==> config.mk <==
export PLATFORM = sky130hd
export DESIGN_NAME = downmix_averaging_resampler
export DESIGN_NICKNAME = d
export VERILOG_FILES = /design/src/design/dar_pkg.sv /design/src/design/downmix_averaging_resampler.sv /design/src/design/dar_front.sv /design/src/design/dar_queue.sv /design/src/design/dar_back.sv
export VERILOG_INCLUDE_DIRS = /design/src /design/src/design
export SDC_FILE = /design/constraint.sdc
export NUM_CORES = 1
export LEC_CHECK = 0
export BUFFER_PORTS_ARGS = -buffer_cell sky130_fd_sc_hd__buf_2
export CAP_MARGIN = 20
export CORE_MARGIN = 2
export CORE_UTILIZATION = 35
export CTS_CLUSTER_SIZE = 14
export DETAILED_ROUTE_END_ITERATION = 12
export PLACE_DENSITY_LB_ADDON = 0.12
export REMOVE_ABC_BUFFERS = 1
export SLEW_MARGIN = 15
export SYNTH_ARGS = -nofsm -noshare
export SYNTH_HDL_FRONTEND = slang
export SYNTH_SLANG_ARGS = --single-unit
==> constraint.sdc <==
create_clock -name clock -period 15.85 [get_ports clock]
set_input_delay 3.17 -clock clock [delete_from_list [all_inputs] [get_ports clock]]
set_output_delay 3.17 -clock clock [all_outputs]
set_load 0.01 [all_outputs]
==> src/design/downmix_averaging_resampler_macros.svh <==
// assertion macros shared by the resampler modules
`ifndef DOWNMIX_AVERAGING_RESAMPLER_MACROS_SVH
`define DOWNMIX_AVERAGING_RESAMPLER_MACROS_SVH

// same-cycle implication, disabled while reset is high
`define DAR_ASSERT_NOW(label, clk, rst, ante, cons, msg) \
   label: assert property (@(posedge clk) disable iff (rst) (ante) |-> (cons)) \
      else $error(msg);

// next-cycle implication, disabled while reset is high
`define DAR_ASSERT_NEXT(label, clk, rst, ante, cons, msg) \
   label: assert property (@(posedge clk) disable iff (rst) (ante) |=> (cons)) \
      else $error(msg);

`endif

==> src/design/dar_pkg.sv <==
// types and constants shared by the resampler modules
package dar_pkg;

   localparam int SAMPLE_W    = 16;
   localparam int SUM_W       = 24;
   localparam int COUNT_W     = 8;
   localparam int PHASE_W     = 18;
   localparam int IN_RATE_W   = 18;
   localparam int OUT_RATE_W  = 15;
   localparam int CHAN_W      = 2;
   localparam int SEQ_W       = 32;
   localparam int RUN_W       = 3;
   localparam int MAX_RUN     = 4;
   localparam int BIT_W       = 5;
   localparam int CSR_INDEX_W = 2;
   localparam int CSR_DATA_W  = 18;

   localparam logic [CHAN_W-1:0]     CHANNEL_COUNT_RESET = 2'd1;
   localparam logic [CHAN_W-1:0]     STEREO              = 2'd2;
   localparam logic [IN_RATE_W-1:0]  INPUT_RATE_RESET    = 18'd48000;
   localparam logic [OUT_RATE_W-1:0] OUTPUT_RATE_RESET   = 15'd16000;

   localparam logic signed [SUM_W-1:0]    SUM_MAX    = 24'sh7FFFFF;
   localparam logic signed [SUM_W-1:0]    SUM_MIN    = -24'sh800000;
   localparam logic [COUNT_W-1:0]         COUNT_MAX  = 8'd255;
   localparam logic signed [SAMPLE_W-1:0] SAMPLE_MAX = 16'sh7FFF;
   localparam logic signed [SAMPLE_W-1:0] SAMPLE_MIN = -16'sh8000;
   localparam logic [SUM_W-1:0]           NEG_LIMIT  = 24'd32768;
   localparam logic [SUM_W-1:0]           POS_LIMIT  = 24'd32767;

   typedef enum logic [CSR_INDEX_W-1:0] {
      CSR_CHANNEL_COUNT = 2'd0,
      CSR_INPUT_RATE    = 2'd1,
      CSR_OUTPUT_RATE   = 2'd2
   } csr_index_type;

   typedef struct packed {
      logic [CHAN_W-1:0]     channel_count;
      logic [IN_RATE_W-1:0]  input_rate;
      logic [OUT_RATE_W-1:0] output_rate;
   } cfg_type;

   // one step's worth of output work
   typedef struct packed {
      logic signed [SUM_W-1:0] sum;
      logic [COUNT_W-1:0]      count;
      logic [RUN_W-1:0]        run;
   } job_type;

   typedef enum logic {
      FE_IDLE,
      FE_WORK
   } fe_state_type;

   typedef enum logic [1:0] {
      BE_IDLE,
      BE_DIV,
      BE_SAT,
      BE_EMIT
   } be_state_type;

endpackage

==> src/design/downmix_averaging_resampler.sv <==
// top level of the downmixing boxcar-average sample-rate converter
// usage:
//   req_ channel takes one pcm frame per item (left, right); right is used
//   only when channel_count is two. frames are averaged to mono and summed
//   into a boxcar; a phase accumulator steps by output_rate and each time it
//   reaches input_rate the boxcar mean goes out on the rsp_ channel.
//   one input item gives zero to four result items; the last one of a step
//   carries rsp_last_of_run. rsp_sample_number counts results, wrapping.
//   csr_ channel writes channel_count (0), input_rate (1), output_rate (2);
//   other indexes are dropped. csr_ready is always high; write only when idle.
// flow:
//   the front end accepts an item, then does its phase step; it takes no
//   new item until that step's job has gone into the queue. the back end
//   pops a job, runs a one-bit-per-cycle serial divider (skipped when the
//   count is zero), saturates, then loads the results into the output
//   register one at a time; it pops no new job until the last result of
//   the step is loaded.
// reset clears the boxcar, phase, sample count and queue and loads the
// default rates. a stalled receiver fills the output register, then the
// job queue, then req_ready drops.
module downmix_averaging_resampler #(
   parameter int QUEUE_DEPTH = 2
) (
   input  logic                                   clock,
   input  logic                                   reset,
   input  logic                                   req_valid,
   output logic                                   req_ready,
   input  logic signed [dar_pkg::SAMPLE_W-1:0]    req_left_sample,
   input  logic signed [dar_pkg::SAMPLE_W-1:0]    req_right_sample,
   output logic                                   rsp_valid,
   input  logic                                   rsp_ready,
   output logic signed [dar_pkg::SAMPLE_W-1:0]    rsp_ref_sample,
   output logic [dar_pkg::SEQ_W-1:0]              rsp_sample_number,
   output logic                                   rsp_last_of_run,
   input  logic                                   csr_valid,
   output logic                                   csr_ready,
   input  logic [dar_pkg::CSR_INDEX_W-1:0]        csr_index,
   input  logic [dar_pkg::CSR_DATA_W-1:0]         csr_data
);
   import dar_pkg::*;

   // configuration registers
   logic [CHAN_W-1:0]     channel_count_ff, channel_count_in;
   logic [IN_RATE_W-1:0]  input_rate_ff, input_rate_in;
   logic [OUT_RATE_W-1:0] output_rate_ff, output_rate_in;
   cfg_type               cfg;

   // front to queue, queue to back
   logic                  fq_valid;
   logic                  fq_ready;
   job_type               fq_job;
   logic                  qb_valid;
   logic                  qb_ready;
   job_type               qb_job;

   // writes are always taken; values are masked to register width
   assign csr_ready = 1'b1;

   always_comb begin
      channel_count_in = channel_count_ff;
      input_rate_in    = input_rate_ff;
      output_rate_in   = output_rate_ff;
      if (csr_valid && csr_ready) begin
         unique case (csr_index)
            CSR_CHANNEL_COUNT: channel_count_in = csr_data[CHAN_W-1:0];
            CSR_INPUT_RATE:    input_rate_in    = csr_data[IN_RATE_W-1:0];
            CSR_OUTPUT_RATE:   output_rate_in   = csr_data[OUT_RATE_W-1:0];
            default: ;
         endcase
      end
   end

   always_ff @(posedge clock) begin
      if (reset) begin
         channel_count_ff <= CHANNEL_COUNT_RESET;
         input_rate_ff    <= INPUT_RATE_RESET;
         output_rate_ff   <= OUTPUT_RATE_RESET;
      end else begin
         channel_count_ff <= channel_count_in;
         input_rate_ff    <= input_rate_in;
         output_rate_ff   <= output_rate_in;
      end
   end

   assign cfg.channel_count = channel_count_ff;
   assign cfg.input_rate    = input_rate_ff;
   assign cfg.output_rate   = output_rate_ff;

   // downmix, boxcar sum and phase step
   dar_front u_front (
      .clock            (clock),
      .reset            (reset),
      .cfg              (cfg),
      .req_valid        (req_valid),
      .req_ready        (req_ready),
      .req_left_sample  (req_left_sample),
      .req_right_sample (req_right_sample),
      .job_valid        (fq_valid),
      .job_ready        (fq_ready),
      .job              (fq_job)
   );

   // decouples the phase stepper from the divider
   dar_queue #(
      .DEPTH (QUEUE_DEPTH)
   ) u_queue (
      .clock      (clock),
      .reset      (reset),
      .push_valid (fq_valid),
      .push_ready (fq_ready),
      .push_job   (fq_job),
      .pop_valid  (qb_valid),
      .pop_ready  (qb_ready),
      .pop_job    (qb_job)
   );

   // mean by serial division, then one result per run slot
   dar_back u_back (
      .clock             (clock),
      .reset             (reset),
      .job_valid         (qb_valid),
      .job_ready         (qb_ready),
      .job               (qb_job),
      .rsp_valid         (rsp_valid),
      .rsp_ready         (rsp_ready),
      .rsp_ref_sample    (rsp_ref_sample),
      .rsp_sample_number (rsp_sample_number),
      .rsp_last_of_run   (rsp_last_of_run)
   );

endmodule

==> src/design/dar_front.sv <==
// front end: downmix, accumulate, phase step and job issue
module dar_front (
   input  logic                                   clock,
   input  logic                                   reset,
   input  dar_pkg::cfg_type                       cfg,
   input  logic                                   req_valid,
   output logic                                   req_ready,
   input  logic signed [dar_pkg::SAMPLE_W-1:0]    req_left_sample,
   input  logic signed [dar_pkg::SAMPLE_W-1:0]    req_right_sample,
   output logic                                   job_valid,
   input  logic                                   job_ready,
   output dar_pkg::job_type                       job
);
   import dar_pkg::*;

   fe_state_type                  state_ff, state_in;
   logic signed [SAMPLE_W-1:0]    mono_ff, mono_in;
   logic [PHASE_W:0]              step_phase_ff, step_phase_in;
   logic [PHASE_W-1:0]            phase_acc_ff, phase_acc_in;
   logic signed [SUM_W-1:0]       sum_ff, sum_in;
   logic [COUNT_W-1:0]            count_ff, count_in;

   logic signed [SAMPLE_W:0]      pair_sum;
   logic signed [SAMPLE_W:0]      pair_adj;
   logic signed [SUM_W:0]         sum_wide;
   logic signed [SUM_W-1:0]       new_sum;
   logic [COUNT_W-1:0]            new_count;
   logic [PHASE_W:0]              phase_left;
   logic [PHASE_W-1:0]            phase_sat;
   logic [RUN_W-1:0]              run;
   logic                          req_fire;
   logic                          job_fire;

   // stereo average, rounded toward zero
   assign pair_sum = {req_left_sample[SAMPLE_W-1], req_left_sample}
                   + {req_right_sample[SAMPLE_W-1], req_right_sample};
   assign pair_adj = pair_sum + $signed({{SAMPLE_W{1'b0}}, pair_sum[SAMPLE_W]});

   assign sum_wide = {sum_ff[SUM_W-1], sum_ff}
                   + {{(SUM_W-SAMPLE_W+1){mono_ff[SAMPLE_W-1]}}, mono_ff};
   assign new_sum  = (sum_wide[SUM_W] != sum_wide[SUM_W-1])
                   ? (sum_wide[SUM_W] ? SUM_MIN : SUM_MAX)
                   : sum_wide[SUM_W-1:0];
   assign new_count = (count_ff < COUNT_MAX) ? count_ff + COUNT_W'(1) : count_ff;

   // up to four compare and subtract steps against the input rate
   always_comb begin
      phase_left = step_phase_ff;
      run        = '0;
      for (int k = 0; k < MAX_RUN; k++) begin
         if (phase_left >= {1'b0, cfg.input_rate}) begin
            phase_left = phase_left - {1'b0, cfg.input_rate};
            run        = run + RUN_W'(1);
         end
      end
   end

   assign phase_sat = phase_left[PHASE_W] ? '1 : phase_left[PHASE_W-1:0];

   assign job.sum   = new_sum;
   assign job.count = new_count;
   assign job.run   = run;

   assign req_fire = req_valid && req_ready;
   assign job_fire = job_valid && job_ready;

   always_comb begin
      state_in = state_ff;
      unique case (state_ff)
         FE_IDLE: begin
            if (req_valid) state_in = FE_WORK;
         end
         FE_WORK: begin
            if (run == '0 || job_ready) state_in = FE_IDLE;
         end
         default: state_in = FE_IDLE;
      endcase
   end

   always_comb begin
      req_ready = 1'b0;
      job_valid = 1'b0;
      unique case (state_ff)
         FE_IDLE: req_ready = 1'b1;
         FE_WORK: job_valid = (run != '0);
         default: ;
      endcase
   end

   always_comb begin
      mono_in       = mono_ff;
      step_phase_in = step_phase_ff;
      phase_acc_in  = phase_acc_ff;
      sum_in        = sum_ff;
      count_in      = count_ff;
      if (req_fire) begin
         mono_in       = (cfg.channel_count == STEREO) ? pair_adj[SAMPLE_W:1]
                                                       : req_left_sample;
         step_phase_in = {1'b0, phase_acc_ff}
                       + {{(PHASE_W+1-OUT_RATE_W){1'b0}}, cfg.output_rate};
      end
      if (state_ff == FE_WORK) begin
         if (run == '0) begin
            sum_in       = new_sum;
            count_in     = new_count;
            phase_acc_in = phase_sat;
         end else if (job_fire) begin
            sum_in       = '0;
            count_in     = '0;
            phase_acc_in = phase_sat;
         end
      end
   end

   always_ff @(posedge clock) begin
      if (reset) begin
         state_ff     <= FE_IDLE;
         phase_acc_ff <= '0;
         sum_ff       <= '0;
         count_ff     <= '0;
      end else begin
         state_ff     <= state_in;
         phase_acc_ff <= phase_acc_in;
         sum_ff       <= sum_in;
         count_ff     <= count_in;
      end
   end

   always_ff @(posedge clock) begin
      mono_ff       <= mono_in;
      step_phase_ff <= step_phase_in;
   end

endmodule

==> src/design/dar_queue.sv <==
// short job queue between front and back
module dar_queue #(
   parameter int DEPTH = 2
) (
   input  logic              clock,
   input  logic              reset,
   input  logic              push_valid,
   output logic              push_ready,
   input  dar_pkg::job_type  push_job,
   output logic              pop_valid,
   input  logic              pop_ready,
   output dar_pkg::job_type  pop_job
);
   import dar_pkg::*;

   `include "downmix_averaging_resampler_macros.svh"

   localparam int PTR_W  = $clog2(DEPTH);
   localparam int FILL_W = $clog2(DEPTH + 1);

   job_type             slot_ff [DEPTH];
   logic [PTR_W-1:0]    wr_ptr_ff, wr_ptr_in;
   logic [PTR_W-1:0]    rd_ptr_ff, rd_ptr_in;
   logic [FILL_W-1:0]   fill_ff, fill_in;
   logic                push_fire;
   logic                pop_fire;

   assign push_ready = (fill_ff != FILL_W'(DEPTH));
   assign pop_valid  = (fill_ff != '0);
   assign pop_job    = slot_ff[rd_ptr_ff];
   assign push_fire  = push_valid && push_ready;
   assign pop_fire   = pop_valid && pop_ready;

   always_comb begin
      wr_ptr_in = wr_ptr_ff;
      rd_ptr_in = rd_ptr_ff;
      fill_in   = fill_ff;
      if (push_fire) begin
         wr_ptr_in = (wr_ptr_ff == PTR_W'(DEPTH - 1)) ? '0 : wr_ptr_ff + PTR_W'(1);
      end
      if (pop_fire) begin
         rd_ptr_in = (rd_ptr_ff == PTR_W'(DEPTH - 1)) ? '0 : rd_ptr_ff + PTR_W'(1);
      end
      if (push_fire && !pop_fire) fill_in = fill_ff + FILL_W'(1);
      if (pop_fire && !push_fire) fill_in = fill_ff - FILL_W'(1);
   end

   always_ff @(posedge clock) begin
      if (reset) begin
         wr_ptr_ff <= '0;
         rd_ptr_ff <= '0;
         fill_ff   <= '0;
      end else begin
         wr_ptr_ff <= wr_ptr_in;
         rd_ptr_ff <= rd_ptr_in;
         fill_ff   <= fill_in;
      end
   end

   always_ff @(posedge clock) begin
      if (push_fire) slot_ff[wr_ptr_ff] <= push_job;
   end

   `DAR_ASSERT_NOW(a_fill_bound, clock, reset, 1'b1, fill_ff <= FILL_W'(DEPTH), "queue overfilled")
   `DAR_ASSERT_NEXT(a_fill_grow, clock, reset, push_fire && !pop_fire, fill_ff == $past(fill_ff) + FILL_W'(1), "queue fill did not grow")

endmodule

==> src/design/dar_back.sv <==
// back end: serial divide, saturate and result issue
module dar_back (
   input  logic                                   clock,
   input  logic                                   reset,
   input  logic                                   job_valid,
   output logic                                   job_ready,
   input  dar_pkg::job_type                       job,
   output logic                                   rsp_valid,
   input  logic                                   rsp_ready,
   output logic signed [dar_pkg::SAMPLE_W-1:0]    rsp_ref_sample,
   output logic [dar_pkg::SEQ_W-1:0]              rsp_sample_number,
   output logic                                   rsp_last_of_run
);
   import dar_pkg::*;

   `include "downmix_averaging_resampler_macros.svh"

   be_state_type                state_ff, state_in;
   logic                        neg_ff, neg_in;
   logic [COUNT_W-1:0]          divisor_ff, divisor_in;
   logic [SUM_W-1:0]            dividend_ff, dividend_in;
   logic [COUNT_W-1:0]          rem_ff, rem_in;
   logic [BIT_W-1:0]            bit_ff, bit_in;
   logic signed [SAMPLE_W-1:0]  quot_ff, quot_in;
   logic [RUN_W-1:0]            remain_ff, remain_in;
   logic                        first_ff, first_in;
   logic [SEQ_W-1:0]            seq_ff, seq_in;
   logic                        rsp_valid_ff, rsp_valid_in;
   logic signed [SAMPLE_W-1:0]  rsp_sample_ff, rsp_sample_in;
   logic [SEQ_W-1:0]            rsp_number_ff, rsp_number_in;
   logic                        rsp_last_ff, rsp_last_in;

   logic                        job_fire;
   logic                        emit_load;
   logic [COUNT_W:0]            trial;
   logic                        trial_ge;
   logic [COUNT_W:0]            trial_diff;
   logic [SUM_W-1:0]            abs_sum;
   logic [SUM_W-1:0]            neg_quot;

   assign job_fire   = job_valid && job_ready;
   assign trial      = {rem_ff, dividend_ff[SUM_W-1]};
   assign trial_ge   = (trial >= {1'b0, divisor_ff});
   assign trial_diff = trial - {1'b0, divisor_ff};
   assign abs_sum    = job.sum[SUM_W-1] ? (~job.sum + SUM_W'(1)) : job.sum;
   assign neg_quot   = ~dividend_ff + SUM_W'(1);

   always_comb begin
      state_in = state_ff;
      unique case (state_ff)
         BE_IDLE: begin
            if (job_valid) state_in = (job.count == '0) ? BE_EMIT : BE_DIV;
         end
         BE_DIV: begin
            if (bit_ff == '0) state_in = BE_SAT;
         end
         BE_SAT: state_in = BE_EMIT;
         BE_EMIT: begin
            if (emit_load && remain_ff == RUN_W'(1)) state_in = BE_IDLE;
         end
         default: state_in = BE_IDLE;
      endcase
   end

   always_comb begin
      job_ready = 1'b0;
      emit_load = 1'b0;
      unique case (state_ff)
         BE_IDLE: job_ready = 1'b1;
         BE_EMIT: emit_load = !rsp_valid_ff || rsp_ready;
         default: ;
      endcase
   end

   always_comb begin
      neg_in        = neg_ff;
      divisor_in    = divisor_ff;
      dividend_in   = dividend_ff;
      rem_in        = rem_ff;
      bit_in        = bit_ff;
      quot_in       = quot_ff;
      remain_in     = remain_ff;
      first_in      = first_ff;
      seq_in        = seq_ff;
      rsp_valid_in  = rsp_valid_ff && !rsp_ready;
      rsp_sample_in = rsp_sample_ff;
      rsp_number_in = rsp_number_ff;
      rsp_last_in   = rsp_last_ff;
      if (job_fire) begin
         neg_in      = job.sum[SUM_W-1];
         divisor_in  = job.count;
         dividend_in = abs_sum;
         rem_in      = '0;
         bit_in      = BIT_W'(SUM_W - 1);
         quot_in     = '0;
         remain_in   = job.run;
         first_in    = 1'b1;
      end
      if (state_ff == BE_DIV) begin
         rem_in      = trial_ge ? trial_diff[COUNT_W-1:0] : trial[COUNT_W-1:0];
         dividend_in = {dividend_ff[SUM_W-2:0], trial_ge};
         bit_in      = bit_ff - BIT_W'(1);
      end
      if (state_ff == BE_SAT) begin
         if (neg_ff) begin
            quot_in = (dividend_ff > NEG_LIMIT) ? SAMPLE_MIN : neg_quot[SAMPLE_W-1:0];
         end else begin
            quot_in = (dividend_ff > POS_LIMIT) ? SAMPLE_MAX : dividend_ff[SAMPLE_W-1:0];
         end
      end
      if (emit_load) begin
         rsp_valid_in  = 1'b1;
         rsp_sample_in = first_ff ? quot_ff : '0;
         rsp_number_in = seq_ff;
         rsp_last_in   = (remain_ff == RUN_W'(1));
         seq_in        = seq_ff + SEQ_W'(1);
         remain_in     = remain_ff - RUN_W'(1);
         first_in      = 1'b0;
      end
   end

   always_ff @(posedge clock) begin
      if (reset) begin
         state_ff     <= BE_IDLE;
         seq_ff       <= '0;
         rsp_valid_ff <= 1'b0;
         remain_ff    <= '0;
      end else begin
         state_ff     <= state_in;
         seq_ff       <= seq_in;
         rsp_valid_ff <= rsp_valid_in;
         remain_ff    <= remain_in;
      end
   end

   always_ff @(posedge clock) begin
      neg_ff        <= neg_in;
      divisor_ff    <= divisor_in;
      dividend_ff   <= dividend_in;
      rem_ff        <= rem_in;
      bit_ff        <= bit_in;
      quot_ff       <= quot_in;
      first_ff      <= first_in;
      rsp_sample_ff <= rsp_sample_in;
      rsp_number_ff <= rsp_number_in;
      rsp_last_ff   <= rsp_last_in;
   end

   assign rsp_valid         = rsp_valid_ff;
   assign rsp_ref_sample    = rsp_sample_ff;
   assign rsp_sample_number = rsp_number_ff;
   assign rsp_last_of_run   = rsp_last_ff;

   `DAR_ASSERT_NOW(a_div_nonzero, clock, reset, state_ff == BE_DIV, divisor_ff != '0, "divide by zero count")
   `DAR_ASSERT_NOW(a_emit_pending, clock, reset, state_ff == BE_EMIT, remain_ff != '0, "emit with no results left")

endmodule

==> impl_results.md <==
* Status: finished clean
* Clock Pin Slew Worst Setup and Hold Paths at 0.06 ns
* 1st-iter DRT viols at 668
* Vias in the first global route at 16,000
* Most frequent cell on the critical path: ha_1
* Largest net degree at the start of global routing at 59
* Starting density of the core at 35.6%
* # rows at 90
* Most Crowded Layer GR: met2
* Gp weighted congestion at 0.872
* Final Setup Violations at 0
* Max-slew headroom at 31.1%
* Most frequent cells in the layout: edfxtp_1 (216), nor2_1 (215), nand2_1 (208)
* Ratio of cells with drive above 1 in the final layout at 12.6%
* TritonCTS buffer count at 41
* Worst Hold Class: reg2reg
* Initial antenna violation count at 3
* I/O Buffers at 107
* Filler cells at 5,990
* Crit. path cell count at 41
* Final hold viol count at 0
* Fmax at 0.0799 GHz
* Syn Std Cell Area at 21,500 um^2
* Critical path type: reg2reg
* Clock sink count at 346
* Remaining antenna violation count at 0
* Drt pass-1 iters at 5
* Grt met2 use at 26.4%
* Vias per Instance at 5.18
* Critical Path RT at 16.24 ns
* Final WL at 52.7 mm
* Root Driver: clkbuf_16
* Multi-input combinational cell area at 11,800 um^2
* CP delay by family, top: compound AO/OA/AOI/OAI gates
* Setup TNS at 0 ns
* Yosys cell types at 81
* Fin Clk Skew at 0.0172 ns
* Average wire per standard cell at 16.8 um
* First-pass GRT wire length at 85.3 mm
* Crit-path slowest cell: o311a_1
* Sequential fraction of the synthesis area at 42.2%
* Max FO, Critical Path at 37
* Final period utilization at 78.9%
* Post_cts resized at 0
* Max_cap viols at 0
* Worst Hold Depth at 2
* Die ar. at 63,600 um^2
* Clk Latency, worst-skew pair at 0.57 ns
* YS warnings at 0
* Worst Setup Start Kind: flop
* Mapped Cells at 2,228
* Post-synthesis register bit count at 346
* Met3 usage in global routing at 2.36%
* CTS tree: yes
* Chip Height at 252 um
* Gr usage total at 16.6%
* Worst EP arrival at 12.90 ns
* Syn Area/Cell at 9.67 um^2
* RSZ-0062 raised after global routing: no
* Buf+Inv Stages, Crit Path at 5
* Die Wd at 252 um
* Area Overhead vs Synth at 13.0%
* FFs w/ async S/R, synth at 0%
* Hold_ws at 0.454 ns
* H-Tree Depth at 2
* CP Capture Type: flop
* Met1 GRT Util at 23.5%
* Most common cell after layout, fill and taps aside: edfxtp_1
* Total grt overflow at 0
* Final net count at 2,538
* Final Slew Violations at 0
* Synth Flop Type: edfxtp_1
* Post-synth EDFFs at 216
* Ports at 109
* CORE AREA at 60,600 um^2
* Reg area at 9090 um^2
* Drt drc at 0
* CP max stage delay at 0.79 ns
* CTS hold repair buffers at 0
* Post-detail-place hpwl at 39.3 mm
* Clock buffer depth at 3
* Tmin final at 12.51 ns
* Routed vias at 16,200
* Worst slew pin tran at 1.03 ns
* R2R cell count at 41
* Setup Fix Bufs, Post-CTS at 0
## flip-flops by register name, indices dropped and copies added (netlist names), 3 cells and up, named ones only
| signal | cells |
|---|---|
| u_back.seq_ff | 32 |
| u_back.remain_ff | 3 |
| input_rate_ff | 18 |
| u_back.bit_ff | 5 |
| u_front.mono_ff | 16 |
| output_rate_ff | 15 |
| u_front.phase_acc_ff | 18 |
| u_front.count_ff | 8 |
| u_back.quot_ff | 16 |
| u_back.rem_ff | 8 |
| u_back.rsp_sample_number | 32 |
| u_front.sum_ff | 24 |
| u_back.rsp_ref_sample | 16 |
| u_back.divisor_ff | 8 |
| u_queue.slot_ff | 70 |
| u_back.dividend_ff | 24 |
| u_front.step_phase_ff | 19 |
## worst register-to-register path: cells and delay by family (launching register included)
| family | cells | cell delay (ns) |
|---|---|---|
| flops | 1 | 0.48 |
| fa+ha+maj | 4 | 1.30 |
| simple gates | 10 | 2.36 |
| mux | 4 | 1.28 |
| compound gates | 18 | 5.65 |
| buf+inv | 5 | 1.28 |
## per-stage QoR
step | std cells | cell area (um^2) | utilization [%] | setup slack (ns)
3_5_place_dp | 3060 | 23000 | 37.9 | 3.50
5_1_grt | 3137 | 24300 | 40.2 | 2.45
2_1_floorplan | 2152 | 21200 | - | 0.297
3_3_place_gp | 3060 | 23000 | 37.9 | 3.73
4_1_cts | 3136 | 24300 | 40.1 | 3.40
6_report | 3138 | 24300 | 40.2 | 3.34
## layer usage
metal / vias up / wire [um]
li1: 8320 / -
met1: 7631 / 26400
met2: 218 / 23200
met3: 73 / 1850
met4: 2 / 1170
met5: - / 13
## cell families after synthesis
logic type | share of synthesized area, %
AND/OR/NAND/NOR | 16.2
AO/OA/AOI/OAI | 17.3
flip-flops | 42.2
buffers and inverters | 3.14
XOR/XNOR | 6.79
adder cells (fa/ha/maj) | 9.51
multiplexers | 4.89
other | 0.0174
## path summary, 6_finish.rpt
path | start | to | slack (ns)
max | input_rate_ff[1]$_SDFFE_PP0P_ | u_front.phase_acc_ff[17]$_SDFFE_PP0P_ | 3.34
min | input_rate_ff[10]$_SDFFE_PP0P_ | input_rate_ff[10]$_SDFFE_PP0P_ | 0.45
max reg2reg | input_rate_ff[1]$_SDFFE_PP0P_ | u_front.phase_acc_ff[17]$_SDFFE_PP0P_ | 3.34
min reg2reg | input_rate_ff[10]$_SDFFE_PP0P_ | input_rate_ff[10]$_SDFFE_PP0P_ | 0.45
## synth_stat cells (22+ instances only)
| master | count | share of area, % |
|---|---|---|
| and2_1 | 36 | 1.0 |
| a221oi_1 | 23 | 0.93 |
| xnor2_1 | 93 | 3.8 |
| o21ai_0 | 122 | 2.8 |
| nor2_1 | 215 | 3.7 |
| or3_1 | 22 | 0.64 |
| edfxtp_1 | 216 | 30 |
| mux2_2 | 61 | 3.2 |
| mux2i_1 | 33 | 1.5 |
| ha_1 | 151 | 8.8 |
| nand2b_1 | 40 | 1.2 |
| xor2_1 | 74 | 3.0 |
| a21o_1 | 51 | 1.8 |
| nor2b_1 | 30 | 0.87 |
| dfxtp_1 | 130 | 12 |
| a21oi_1 | 159 | 3.7 |
| nand3_1 | 29 | 0.67 |
| nand4_1 | 27 | 0.78 |
| nor3_1 | 33 | 0.77 |
| clkbuf_1 | 57 | 0.99 |
| o21a_1 | 27 | 0.94 |
| inv_1 | 99 | 1.7 |
| nand2_1 | 208 | 3.6 |
## cell type report
cell class / count / area share (%)
Multi-Input combinational cell: 1707 / 48.6
Clock buffer: 55 / 4.60
Clock inverter: 21 / 0.956
Timing Repair Buffer: 127 / 2.91
Inverter: 99 / 1.53
Antenna cell: 1 / 0.0103
Sequential cell: 346 / 37.3
Tap cell: 782 / 4.02
Power is not shown: default switching activity piles up to over one toggle a cycle in this logic, so the estimate is an artifact.
